<file path="config.mk">
export PLATFORM = sky130hd
export DESIGN_NAME = npe_mul
export DESIGN_NICKNAME = d
export VERILOG_FILES = /design/src/rtl/npe_pkg.sv /design/src/rtl/npe_mul.sv
export SDC_FILE = /design/constraint.sdc
export NUM_CORES = 2
export LEC_CHECK = 0
export BUFFER_PORTS_ARGS = -buffer_cell sky130_fd_sc_hd__buf_2
export CORE_UTILIZATION = 55
export DETAILED_ROUTE_END_ITERATION = 7
export PLACE_DENSITY = 0.73
export SYNTH_ARGS = -nofsm -noshare
export SYNTH_HDL_FRONTEND = slang
export SYNTH_SLANG_ARGS = --single-unit
</file>
<file path="constraint.sdc">
create_clock -name clk -period 10.5 [get_ports clk]
set_input_delay 1.05 -clock clk [delete_from_list [all_inputs] [get_ports clk]]
set_output_delay 1.05 -clock clk [all_outputs]
set_load 0.1 [all_outputs]
</file>
<file path="src/rtl/npe_pkg.sv">
// Shared constants, register codes and unit handshake types of the pair energy unit.
package npe_pkg;

  localparam int unsigned CFG_IDX_W = 2;
  localparam int unsigned CFG_DATA_W = 16;

  localparam logic [CFG_IDX_W-1:0] REG_DIELECTRIC = 2'd0;
  localparam logic [CFG_IDX_W-1:0] REG_CUTOFF     = 2'd1;

  localparam logic [15:0] DIEL_RESET = 16'd256;
  localparam logic [15:0] Q88_ONE    = 16'd256;

  localparam logic [49:0] R2_ONE = 50'd65536;

  // 332.17752 in Q.24, scaled by 256 to divide by a Q8.8 dielectric
  localparam logic [40:0] KD_NUM   = 41'd1426691584768;
  localparam int unsigned KD_QBITS = 33;

  localparam logic [5:0] IR2_QBITS  = 6'd48;
  localparam logic [5:0] SQRT_STEPS = 6'd32;
  localparam logic [5:0] KD_STEPS   = 6'd33;

  // 2^63 pre-shifted by the number of quotient bits
  localparam logic [49:0] IR2_REM0 = 50'd32768;

  typedef struct packed {
    logic busy;
    logic done;
  } unit_stat_t;

  typedef struct packed {
    logic       start;
    logic       sqrt_mode;
    logic [5:0] steps;
  } div_ctl_t;

endpackage

</file>
<file path="src/rtl/npe_mul.sv">
// Iterative 64 x 64 multiplier built from one 32 x 32 multiplier and a product accumulator.
module npe_mul (
  input  logic                 clk,
  input  logic                 rst,
  input  logic                 start,
  input  logic [63:0]          a,
  input  logic [63:0]          b,
  output npe_pkg::unit_stat_t  stat,
  output logic [127:0]         p
);

  logic [2:0]   cnt;
  logic [63:0]  a_r;
  logic [63:0]  b_r;
  logic [63:0]  pp;
  logic [1:0]   pcode;
  logic         pv;
  logic [127:0] acc;
  logic         busy;
  logic         done;
  logic [31:0]  a_part;
  logic [31:0]  b_part;
  logic [63:0]  pp_now;
  logic [127:0] pp_sh;
  logic [1:0]   pcode_now;

  assign a_part = cnt[1] ? a_r[63:32] : a_r[31:0];
  assign b_part = cnt[0] ? b_r[63:32] : b_r[31:0];
  assign pp_now = {32'b0, a_part} * {32'b0, b_part};
  assign pcode_now = (cnt == 3'd0) ? 2'd0 : ((cnt == 3'd3) ? 2'd2 : 2'd1);

  always_comb begin
    unique case (pcode)
      2'd0:    pp_sh = {64'b0, pp};
      2'd1:    pp_sh = {32'b0, pp, 32'b0};
      default: pp_sh = {pp, 64'b0};
    endcase
  end

  always_ff @(posedge clk) begin
    if (rst) begin
      busy <= 1'b0;
      done <= 1'b0;
      pv   <= 1'b0;
      cnt  <= 3'd0;
    end else begin
      done <= 1'b0;
      if (start) begin
        a_r  <= a;
        b_r  <= b;
        acc  <= 128'b0;
        cnt  <= 3'd0;
        pv   <= 1'b0;
        busy <= 1'b1;
      end else if (busy) begin
        if (cnt != 3'd4) begin
          pp    <= pp_now;
          pcode <= pcode_now;
          pv    <= 1'b1;
          cnt   <= cnt + 3'd1;
        end else begin
          pv <= 1'b0;
        end
        if (pv) begin
          acc <= acc + pp_sh;
        end
        if (cnt == 3'd4) begin
          busy <= 1'b0;
          done <= 1'b1;
        end
      end
    end
  end

  assign stat.busy = busy;
  assign stat.done = done;
  assign p = acc;

endmodule

</file>
# Yosys cells after proc, flatten, opt, wreduce, memory -nomap -nowiden

Cells that the tools add are included.
Widths: inputs -> output; s select.

$add $sub $neg: 2
Multipliers: 1
Div/mod/pow operators: 0
$lt $le $gt $ge: 0
Eq/ne operators: 4
Shifts and indexed selects: 0
Mux-type cells: 11
Bitwise operators: 3
Reduce and logical (&&, ||, !) cells: 10

Operators with widths:

| operator            | number |
|---|---|
| $mux 128            | 2 |
| $pmux 128 s2        | 1 |
| $add 128x128->128   | 1 |
| $mul 32x32->64      | 1 |
| $mux 32             | 2 |
| $mux 1              | 5 |
| $reduce_and 2->1    | 2 |
| $reduce_and 4->1    | 1 |
| $reduce_bool 2->1   | 2 |
| $add 3x1->3 const B | 1 |
| $eq 3x2->1 const B  | 1 |
| $eq 3x3->1 const B  | 1 |
| $logic_not 3->1     | 1 |
| $ne 3x3->1 const B  | 1 |
| $not 1->1           | 3 |
| $reduce_and 3->1    | 1 |
| $reduce_or 3->1     | 1 |
| $eq 2x1->1 const B  | 1 |
| $logic_not 2->1     | 1 |
| $mux 2              | 1 |
| $reduce_or 2->1     | 1 |

Flip-flop bits (word level): 328
Bits in latches: 0
Memory bits (writable): 0
ROM bits: 0
Word-level logic and storage cells: 40
Memories: 0

# Depth between registers and ports, before layout

Word-level depth: 5
Depth in mapped cells: 33

# Worst setup path before layout

No wires, ideal clock.

Path type: register -> register
Start: reg cnt[0]
End: reg pp[62] (data pin)
Setup time: 0.262 ns
Arrival time: 8.452 ns
Data required time: 10.238 ns
Path slack: 1.786 ns
Cell stages (with the launch flop): 29
Cells stage by stage: dfxtp_1 > clkbuf_1 > clkbuf_1 > buf_1 > buf_1 > mux2_2 > nand2_1 > fa_1 > inv_1 > fa_1 > inv_1 > fa_1 > fa_1 > inv_1 > fa_1 > fa_1 > fa_1 > fa_1 > ha_1 > a211oi_1 > o21ai_0 > a221o_1 > a221o_1 > nor3_2 > o31a_1 > o21ai_1 > a41oi_1 > o21ai_1 > xor2_1

Cells in the longest elaborated chain, start to end: 2

RTL lines:

| element                | line          | source |
|---|---|---|
| start, declared        | npe_mul.sv:12 | `logic [2:0] cnt;` |
| start signal, assigned | npe_mul.sv:60 | `cnt <= cnt + 3'd1;` |
| $mux 32                | npe_mul.sv:28 | `assign b_part = cnt[0] ? b_r[63:32] : b_r[31:0];` |
| $mul 32x32->64         | npe_mul.sv:29 | `assign pp_now = {32'b0, a_part} * {32'b0, b_part};` |
| via pp_now[62]         | npe_mul.sv:23 | `logic [63:0] pp_now;` |
| end signal, assigned   | npe_mul.sv:57 | `pp <= pp_now;` |
| end, declared          | npe_mul.sv:15 | `logic [63:0] pp;` |

The timed path passes the listed nets, and every way through them passes these cells.
A chain may end at the register's enable or synchronous reset.

# Final worst setup path

Start: reg cnt[0]
End: reg pp[48] (data pin)

Same word-level chain as after synthesis.

==> results by group <==
Status
  – Status: complete, but fails checks
  – Violated checks: DRC

Logic synthesis
  – Synth warn: 0
  – Post-synth top area cell: fa_1
  – Mapped Nets: 7307
  – Synth unique cells: 92
  – Ranking of synthesized cells by area: fa_1 (33%), edfxtp_1 (18%), ha_1 (9.1%)
  – Share of the synthesized area in the top cell type: 33.4%
  – Ys async rst share: 0%
  – Post-synthesis cell area: 53800 sq um
  – Main flop type after synthesis: edfxtp_1
  – Flop and latch count out of synthesis: 328
  – EDFF count, synth: 322
  – Cells after Synth: 5886
  – Syn avg cell area: 9.14 sq um
  – Sequential fraction of the synthesis area: 18.2%

Global routing
  – Initial antenna violation count: 1
  – Vias in the first global route: 45.6k
  – First-pass GRT wire length: 287 mm
  – Pin count of the biggest net entering global routing: 131
  – Gr usage total: 39.7%
  – Grt total ovfl: 0

Timing
  – Fmax: 105 MHz
  – Finish-stage setup viols: 0
  – Final min period: 9530 ps
  – Fin. Hold Viols: 0
  – Slew of the pin with the lowest slew margin: 1320 ps
  – Max-slew violations: 0
  – Setup_tns: 0 ps
  – RSZ-0062 raised after global routing: no
  – Worst slew margin: 10.4%
  – Final worst slack: 965 ps
  – Final clock period utilization by the worst path: 90.8%
  – Worst Skew: 47.6 ps

Worst setup path
  – Worst R2R Setup Slack: 970 ps
  – CP Launch Type: register
  – Crit path required time: 10900 ps
  – R2R depth: 26
  – Worst r2r src: cnt[0]
  – CP endpoint kind: register
  – Kind of critical path: reg2reg
  – Maximum fanout along the worst path: 38
  – Crit Reg-Reg Endpoint: pp[48]
  – Worst setup path start: cnt[0]
  – CP arrival: 9930 ps

Clock network
  – Num CTS Buffers: 41
  – Postcts setup bufs: 0
  – Number of gates resized after cts: 0
  – Clock root buffer: clkbuf_16
  – H-tree levels: 2
  – Worst-Skew Late Latency: 660 ps
  – Clock transition at path regs: 60 ps
  – Max clock buf depth: 3
  – CTS sink count: 328
  – # hold bufs at CTS: 0
  – CTS tree: yes

Routing
  – Total number of vias: 44.6k
  – Routed Antenna Nets: 0
  – Routed WL: 195 mm
  – Drt via density: 6.10
  – Residual DRC: 36
  – Drt pass-1 iters: 8
  – Wire per inst: 26.6 microns
  – Initial DRC Count: 4609

Floorplan
  – Die Footprint: 99100 sq um
  – IO Pins: 261
  – Die Y: 315 microns
  – Row count: 114
  – Initial Util: 55.5%
  – Core ar.: 96900 sq um
  – Die W: 315 microns

Place
  – Placed cells: 7234
  – Place WS: 1180 ps
  – Hpwl dp: 155 mm
  – Routability cong.: 1.01
  – I/O Buffers: 260

Cells and area
  – Share of cells above drive strength 1: 9.73%
  – Commonest non-fill, non-tap cell in the layout: inv_1
  – Most frequent cells in the layout: inv_1 (937), fa_1 (897), nor2_1 (883)
  – Layout overhead on the synthesized area: 7.89%
  – Filler-free cell count of the finished design: 7311
  – Storage cell area: 9800 sq um
  – Final nets: 7422
  – Fill cells: 8519
  – Multi-input logic area: 39600 sq um

Min path
  – Hold crit path type: reg2reg
  – Worst Min Path Start: cnt[2]
  – Worst hold endpoint: done
  – Worst Hold Depth: 2

Flow run
  – Max cap viols: 0
per-layer routing:
layer / global-route usage, % / vias up / share of wire [%]
met5: 0 / - / 0
met4: 23.9 / 0 / 7.4
met3: 10.9 / 648 / 12
met2: 61.1 / 2905 / 44
met1: 50.0 / 21900 / 37
li1: - / 19200 / -
flip-flops by register name, summed over array words and instances (netlist names):
| register | flops |
|---|---|
| busy | 1 |
| p | 128 |
| pcode | 2 |
| b_r | 64 |
| a_r | 64 |
| done | 1 |
| cnt | 3 |
| pp | 64 |
| pv | 1 |
Yosys cell counts (all sizes together) (8+ instances only):
library cell  instances
o31ai                11
buf                  34
a21oi               280
a22o                 32
xor2                 64
a221o                 8
a21o                 86
a211oi               31
o21ai               155
a21boi               17
edfxtp              322
nor2                884
or2                  12
clkbuf              258
nand2               641
mux2i                98
mux2                 72
o21a                 29
o21bai               63
fa                  897
or3                   9
nand3                46
inv                 937
xnor2               103
a221oi               12
and2                 70
nor3                 52
nor2b                20
ha                  393
a31oi                22
nand4                79
nor4                 14
and3                 14
nand2b               10
stage by stage:
stage / hold WS, ps / util [%] / cell area (sq um)
finish: 514 / 59.9 / 58000
global route: 544 / 59.9 / 58000
CTS: 511 / 59.9 / 58000
detailed placement: 506 / 58.5 / 56600
global placement: 491 / 58.5 / 56600
floorplan: 475 / - / 53800
layout make-up:
class	count	area share (%)
Clock buffer	47	1.81
Antenna cell	3	0.0129
Multi-Input combinational cell	4329	68.2
Clock inverter	27	0.653
Sequential cell	328	16.9
Tap cell	1276	2.75
Inverter	937	6.06
Timing Repair Buffer	364	3.63
worst max-delay path, stage by stage (launching register included):
cell and delay (ps):
dfxtp_4 820, mux2i_2 790, buf_4 290, nor2_1 70
fa_1 570, inv_1 50, fa_1 490, fa_1 460
fa_1 540, inv_1 50, fa_1 450, ha_1 300
fa_1 480, inv_1 50, fa_1 470, inv_1 40
ha_1 390, nand4_1 200, nor4_1 80, nor3_1 930
a21o_1 210, nand3_1 140, a41o_1 340, a41oi_1 440
o21ai_0 200, a21oi_1 210, xnor2_1 80
logic make-up after synthesis:
family	Yosys count	share of synthesized area [%]
multiplexers	170	3.34
adder cells (fa/ha/maj)	1290	42.5
AO/OA/AOI/OAI	827	10.0
flip-flops	328	18.2
AND/OR/NAND/NOR	1875	14.6
buffers and inverters	1229	8.64
XOR/XNOR	167	2.72
how the worst max path moves through the flow:
stage / depth (start not counted) / end
floorplan: 28 / pp[62]
global placement: 26 / pp[48]
detailed placement: 26 / pp[62]
CTS: 26 / pp[48]
global route: 27 / pp[48]
finish: 26 / pp[48]
Power is left out: the tool's default activity adds up to more than one toggle a clock period on the data nets, which glitch-free logic cannot reach.
