## config.mk

```make
export PLATFORM = sky130hd
export DESIGN_NAME = npe_div
export DESIGN_NICKNAME = d
export VERILOG_FILES = /design/src/rtl/npe_pkg.sv /design/src/rtl/npe_div.sv
export SDC_FILE = /design/constraint.sdc
export NUM_CORES = 1
export LEC_CHECK = 0
export ABC_AREA = 1
export BUFFER_PORTS_ARGS = -buffer_cell sky130_fd_sc_hd__buf_2
export CORE_UTILIZATION = 45
export CTS_CLUSTER_SIZE = 14
export DETAILED_ROUTE_END_ITERATION = 10
export PLACE_DENSITY = 0.66
export SYNTH_ARGS = -nofsm -noshare
export SYNTH_HDL_FRONTEND = slang
export SYNTH_SLANG_ARGS = --single-unit
```

## constraint.sdc

```tcl
create_clock -name clk -period 8.2 [get_ports clk]
set_input_delay 0.82 -clock clk [delete_from_list [all_inputs] [get_ports clk]]
set_output_delay 0.82 -clock clk [all_outputs]
set_load 0.03 [all_outputs]
```

## src/rtl/npe_pkg.sv

```systemverilog
// Shared constants, register codes and unit handshake types of the pair energy unit.
package npe_pkg;

  localparam int unsigned CFG_IDX_W = 2;
  localparam int unsigned CFG_DATA_W = 16;

  localparam logic [CFG_IDX_W-1:0] REG_DIELECTRIC = 2'd0;
  localparam logic [CFG_IDX_W-1:0] REG_CUTOFF     = 2'd1;

  localparam logic [15:0] DIEL_RESET = 16'd256;
  localparam logic [15:0] Q88_ONE    = 16'd256;

  localparam logic [49:0] R2_ONE = 50'd65536;

  // 332.17752 in Q.24, scaled by 256 to divide by a Q8.8 dielectric
  localparam logic [40:0] KD_NUM   = 41'd1426691584768;
  localparam int unsigned KD_QBITS = 33;

  localparam logic [5:0] IR2_QBITS  = 6'd48;
  localparam logic [5:0] SQRT_STEPS = 6'd32;
  localparam logic [5:0] KD_STEPS   = 6'd33;

  // 2^63 pre-shifted by the number of quotient bits
  localparam logic [49:0] IR2_REM0 = 50'd32768;

  typedef struct packed {
    logic busy;
    logic done;
  } unit_stat_t;

  typedef struct packed {
    logic       start;
    logic       sqrt_mode;
    logic [5:0] steps;
  } div_ctl_t;

endpackage

```

## src/rtl/npe_div.sv

```systemverilog
// Bit-serial restoring divider and digit-by-digit square root on one subtract-compare unit.
module npe_div (
  input  logic                 clk,
  input  logic                 rst,
  input  npe_pkg::div_ctl_t    ctl,
  input  logic [49:0]          rem0,
  input  logic [63:0]          bits,
  input  logic [49:0]          divisor,
  output npe_pkg::unit_stat_t  stat,
  output logic [47:0]          q
);

  logic [49:0] rem;
  logic [63:0] bits_r;
  logic [49:0] div_r;
  logic [47:0] q_r;
  logic [5:0]  cnt;
  logic        mode;
  logic        busy;
  logic        done;
  logic [51:0] cand;
  logic [51:0] sub;
  logic [51:0] diff;
  logic        ge;
  logic [49:0] rem_next;

  assign cand = mode ? {rem, bits_r[63:62]} : {1'b0, rem, bits_r[63]};
  assign sub  = mode ? {2'b0, q_r, 2'b01} : {2'b0, div_r};
  assign ge   = (cand >= sub);
  assign diff = cand - sub;
  assign rem_next = ge ? diff[49:0] : cand[49:0];

  always_ff @(posedge clk) begin
    if (rst) begin
      busy <= 1'b0;
      done <= 1'b0;
      cnt  <= 6'd0;
    end else begin
      done <= 1'b0;
      if (ctl.start) begin
        rem    <= rem0;
        bits_r <= bits;
        div_r  <= divisor;
        q_r    <= 48'b0;
        cnt    <= ctl.steps;
        mode   <= ctl.sqrt_mode;
        busy   <= 1'b1;
      end else if (busy) begin
        rem    <= rem_next;
        q_r    <= {q_r[46:0], ge};
        bits_r <= mode ? {bits_r[61:0], 2'b0} : {bits_r[62:0], 1'b0};
        cnt    <= cnt - 6'd1;
        if (cnt == 6'd1) begin
          busy <= 1'b0;
          done <= 1'b1;
        end
      end
    end
  end

  assign stat.busy = busy;
  assign stat.done = done;
  assign q = q_r;

endmodule

```

== Yosys cells after proc, flatten, opt, wreduce, memory -nomap -nowiden ==
Cells that the tools add are included.

* Word-level logic and storage cells: 33
* Input port bits: 174
* Output and inout port bits: 50
* Register bits after elaboration: 221

* Eq/ne operators: 1
* Bitwise gates (word level): 2
* Reduce and logical (&&, ||, !) cells: 4
* Muxes and demuxes: 15
* $add $sub $neg: 2
* $lt $le $gt $ge: 1

{| class="wikitable"
|+ Operators by type and width
! operator !! count
|-
| 50-bit 2-to-1 mux || 4
|-
| 64-bit 2-to-1 mux || 3
|-
| 52-bit by 50-bit greater-or-equal comparator with 1-bit output || 1
|-
| 52-bit 2-to-1 mux || 1
|-
| 50-bit subtractor || 1
|-
| 48-bit 2-to-1 mux || 1
|-
| 6-bit 2-to-1 mux || 2
|-
| 6-bit by 1-bit == test with 1-bit output, second input constant || 1
|-
| 6-bit by 1-bit subtractor with 6-bit output, second input constant || 1
|-
| 1-bit 2-to-1 mux || 4
|-
| 2-bit AND reduction || 2
|-
| 3-bit OR reduction || 1
|-
| 1-bit NOT || 2
|-
| 2-bit nonzero test || 1
|}

== Depth between registers and ports, before layout ==
* Depth after elaboration: 5
* Mapped depth: 22
* Gate-level depth less buffers: 20

== Worst setup path before layout ==
No wires, ideal clock.

* Kind: input to register
* Start: input ctl[7] (netlist bit)
* End: register bits_r[0] (enable)
* Setup time: 0.688 ns
* Arrival time: 7.969 ns
* Slack: -0.457 ns
* Stages on the path: 3
* Data required time: 7.512 ns
* Path buffers: 1
* Cell sequence: clkbuf_1 -> nor2_1 -> nor2_1

* Cells in the longest elaborated chain, start to end: 2

{| class="wikitable"
|+ Ends and longest elaborated chain
! element !! RTL line !! text
|-
| start, declared || npe_div.sv:5 || <nowiki>input npe_pkg::div_ctl_t ctl,</nowiki>
|-
| 2-bit nonzero test (no line) || - ||
|-
| 2-bit AND reduction (no line) || - ||
|-
| end signal, assigned || npe_div.sv:42 || <nowiki>bits_r <= bits;</nowiki>
|-
| end signal, assigned || npe_div.sv:51 || <nowiki>bits_r <= mode ? {bits_r[61:0], 2'b0} : {bits_r[62:0], 1'b0};</nowiki>
|-
| end, declared || npe_div.sv:14 || <nowiki>logic [63:0] bits_r;</nowiki>
|}

Every way passes these cells.
A chain may end at the register's enable or synchronous reset.

== Worst setup path after layout ==
* Start: register mode
* End: register rem[41], data pin

* Cells in the longest elaborated chain, start to end: 5
* Elaborated cells between the ends (all ways): 7
* Classes of those cells: 1 x add/sub; 1 x order compare; 5 x mux

{| class="wikitable"
|+ Ends and longest elaborated chain
! element !! RTL line !! text
|-
| start, declared || npe_div.sv:18 || <nowiki>logic mode;</nowiki>
|-
| start signal, assigned || npe_div.sv:46 || <nowiki>mode <= ctl.sqrt_mode;</nowiki>
|-
| 52-bit 2-to-1 mux or 50-bit 2-to-1 mux (tied branches) || npe_div.sv:27, npe_div.sv:28 ||
|-
| 50-bit subtractor or 52-bit by 50-bit greater-or-equal comparator with 1-bit output (tied branches) || npe_div.sv:30, npe_div.sv:29 ||
|-
| 50-bit 2-to-1 mux * || npe_div.sv:31 || <nowiki>assign rem_next = ge ? diff[49:0] : cand[49:0];</nowiki>
|-
| 50-bit 2-to-1 mux * || npe_div.sv:48 || <nowiki>end else if (busy) begin</nowiki>
|-
| 50-bit 2-to-1 mux * || npe_div.sv:40 || <nowiki>if (ctl.start) begin</nowiki>
|-
| end signal, assigned || npe_div.sv:41 || <nowiki>rem <= rem0;</nowiki>
|-
| end signal, assigned || npe_div.sv:49 || <nowiki>rem <= rem_next;</nowiki>
|-
| end, declared || npe_div.sv:13 || <nowiki>logic [49:0] rem;</nowiki>
|}

Mark *: on every way between the ends. The rest lies on a longest branch, timed or not. The select of a mux whose other input is x is not followed.

==> metrics.yaml <==
maxCapViolations: 0
slew_violations: 0
syn_to_final_growth_pct: 14.8
finish.utilization_pct: 52.4
grt_max_degree: 210
rr_endpoint: "rem[41]"
dieArea_um2: 34700
clock_path_buffers: 3
syn_avg_cell_area_um2: 7.10
synth_top_area_cell: "edfxtp_1"
multi_input_area_um2: 7170
post_cts_buffers: 0
grt_usage_pct: 25.9
path_max_fanout: 67
drt_iter0_drc: 998
wl_um: 44400
grt_pass1_vias: 13500
slowest_stage: "inv_2"
cts_max_level: 1
slew_headroom_pct: 27.1
fin_crit_sh_pct: 59.5
clk_pin_slew_ns: 0.06
io_buffers: 223
crit_path_end_kind: "flop"
synth_top_flop_cell: "edfxtp_1"
cts_tree: "built"
syn_area_um2: 15300
post_cts_resized: 0
skew_ns: 0.0108
grt.overflow.total: 0
stdcell_count: 2800
comb_power_share_pct: 31.9
fin_ws_ns: 3.32
whs_endpoint: "div_r[32]"
stdcell_area_um2: 17500
cp-start-kind: "flop"
clock_sinks: 221
via_per_inst: 5.00
fin_hold_ws_ns: 0.440
reg2reg_from: "mode"
min_path_cells: 1
hold_path.class: "in2reg"
placed_cell_area_um2: 16700
hpwlAfterDp_um: 33000
rsz0062_at_grt: "false"
yosys_warnings: 0
core_area_um2: 33400
grt_pass1_wl_um: 70300
synthArstFlopShare_pct: 0
switching_power_mw: 1.29
clk_latency_ns: 0.55
p_leak_nw: 8.67
die_h_um: 186
ios: 224
p_seq_share_pct: 37.8
numCtsBuffers: 25
antenna_left: 0
ys_ff_latch: 221
vias: 14000
antenna_found_initial: 4
synth-edff-count: 213
row_count: 67
totalPowerFinal_mw: 3.70
internal_power_mw: 2.41
hold_viol_final: 0
fin_crit_ns: 4.88
clkPwrFrac_pct: 30.3
synth_cell_types: 38
crit_arrival_ns: 5.19
worstMarginPinSlew_ns: 1.09
clockRootBuffer: "clkbuf_16"
die_w_um: 186
syn-instance-count: 2152
cp_common_cell: "nand2_1"
hold_start: "divisor[32]"
critPathKind: "reg2reg"
start_util_pct: 45.7
fillers: 3382
ys_seq_area_share_pct: 42.9
setup_viol: 0
fin_setup_tns_ns: 0
place_congestion: 0.969
max_freq_mhz: 205
dp.cells: 2752
drive_gt1_share_pct: 14.4
place_ws_ns: 3.32
synth.area.top_cells: "edfxtp_1, nand2_1, inv_1"
synth.top_cell.area_share_pct: 41.9
drcViolationCount: 0
seq_area_um2: 6560
postCtsHoldBufs: 0
fin_nets: 2558
ff2ff_path_depth: 21
peakVddDrop_mv: 0.148
netSwitchingFraction_pct: 34.9
layout_common_cells: "nand2_1, inv_1, buf_2"
worstPathCellList: "inv_2 -> buf_4 -> or2_2 -> o21ai_0 -> inv_1 -> ha_1 -> nand2_1 -> inv_1 -> nand2_1 -> nand2_1 -> nand2_1 -> nand2_1 -> inv_1 -> a21oi_1 -> nor2_4 -> buf_4 -> nand2_4 -> nand2_4 -> nand2_1 -> nand2_1 -> nand2_1"
p_per_area_nw_per_um2: 211
slowest_delay_ns: 0.82
crit_buf_inv: 6
cp.required_ns: 8.51
wl_per_cell_um: 15.9
synth_nets: 2379
status: "complete, no violations"
crit_family: "buffers and inverters"
layout_commonest_cell: "nand2_1"
reg2reg_slack_ns: 3.32
drtPass1Iterations: 7
==> registers in the layout, indices dropped and copies added (netlist names) <==
| name | flops |
|---|---|
| bits_r | 64 |
| busy | 1 |
| cnt | 6 |
| div_r | 50 |
| done | 1 |
| mode | 1 |
| q | 48 |
| rem | 50 |
==> power by group through the flow <==
stage / clock (mW) / combinational [mW] / sequential, mW
final: 1.12 / 1.18 / 1.40
after global routing: 1.19 / 1.35 / 1.41
after CTS: 1.15 / 1.18 / 1.40
after detailed placement: 0 / 1.18 / 1.42
after global placement: 0 / 1.17 / 1.42
after floorplan: 0 / 0.827 / 1.44
==> worst max-delay path by stage <==
stage                 to  cells after the start  startpoint
3_3_place_gp     rem[49]                     21        mode
6_report         rem[41]                     21        mode
2_1_floorplan  bits_r[0]                      3      ctl[7]
4_1_cts          rem[41]                     15        mode
3_5_place_dp     rem[41]                     15        mode
5_1_grt          rem[41]                     21        mode
==> final cells by class <==
cell class / instances / area share, %
Multi-Input combinational cell: 1526 / 40.9
Sequential cell: 221 / 37.4
Inverter: 324 / 6.94
Timing Repair Buffer: 233 / 6.88
Clock buffer: 37 / 4.22
Tap cell: 448 / 3.20
Clock inverter: 9 / 0.485
Antenna cell: 2 / 0.0285
==> logic make-up after synthesis <==
logic type               Yosys count  share of synthesized area [%]
flip-flops                       221                           42.9
buffers and inverters            405                           10.3
adder cells (fa/ha/maj)           53                           4.39
multiplexers                       2                          0.131
AND/OR/NAND/NOR                 1175                           31.8
XOR/XNOR                          26                           1.49
AO/OA/AOI/OAI                    270                           9.01
==> per-layer routing <==
| metal | up-vias | share of wire (%) | GRT usage [%] |
|---|---|---|---|
| li1 | 7194 | - | - |
| met1 | 6377 | 47 | 36.1 |
| met2 | 378 | 45 | 41.5 |
| met3 | 53 | 6.2 | 4.98 |
| met4 | 6 | 2.0 | 5.80 |
| met5 | - | 0.079 | 0 |
==> cells in the mapped netlist (all sizes together), types with 3 or more instances <==
cell type,instances
nand2,771
inv,324
edfxtp,213
nor2,198
a21oi,161
nand3,130
o21ai,97
clkbuf,54
ha,52
or2,34
buf,27
xnor2,22
nand4,13
nor3,13
nand3b,11
dfxtp,8
a31oi,4
xor2,4
and2,3
o21bai,3
Note: power is estimated with default switching activity, not from simulation.
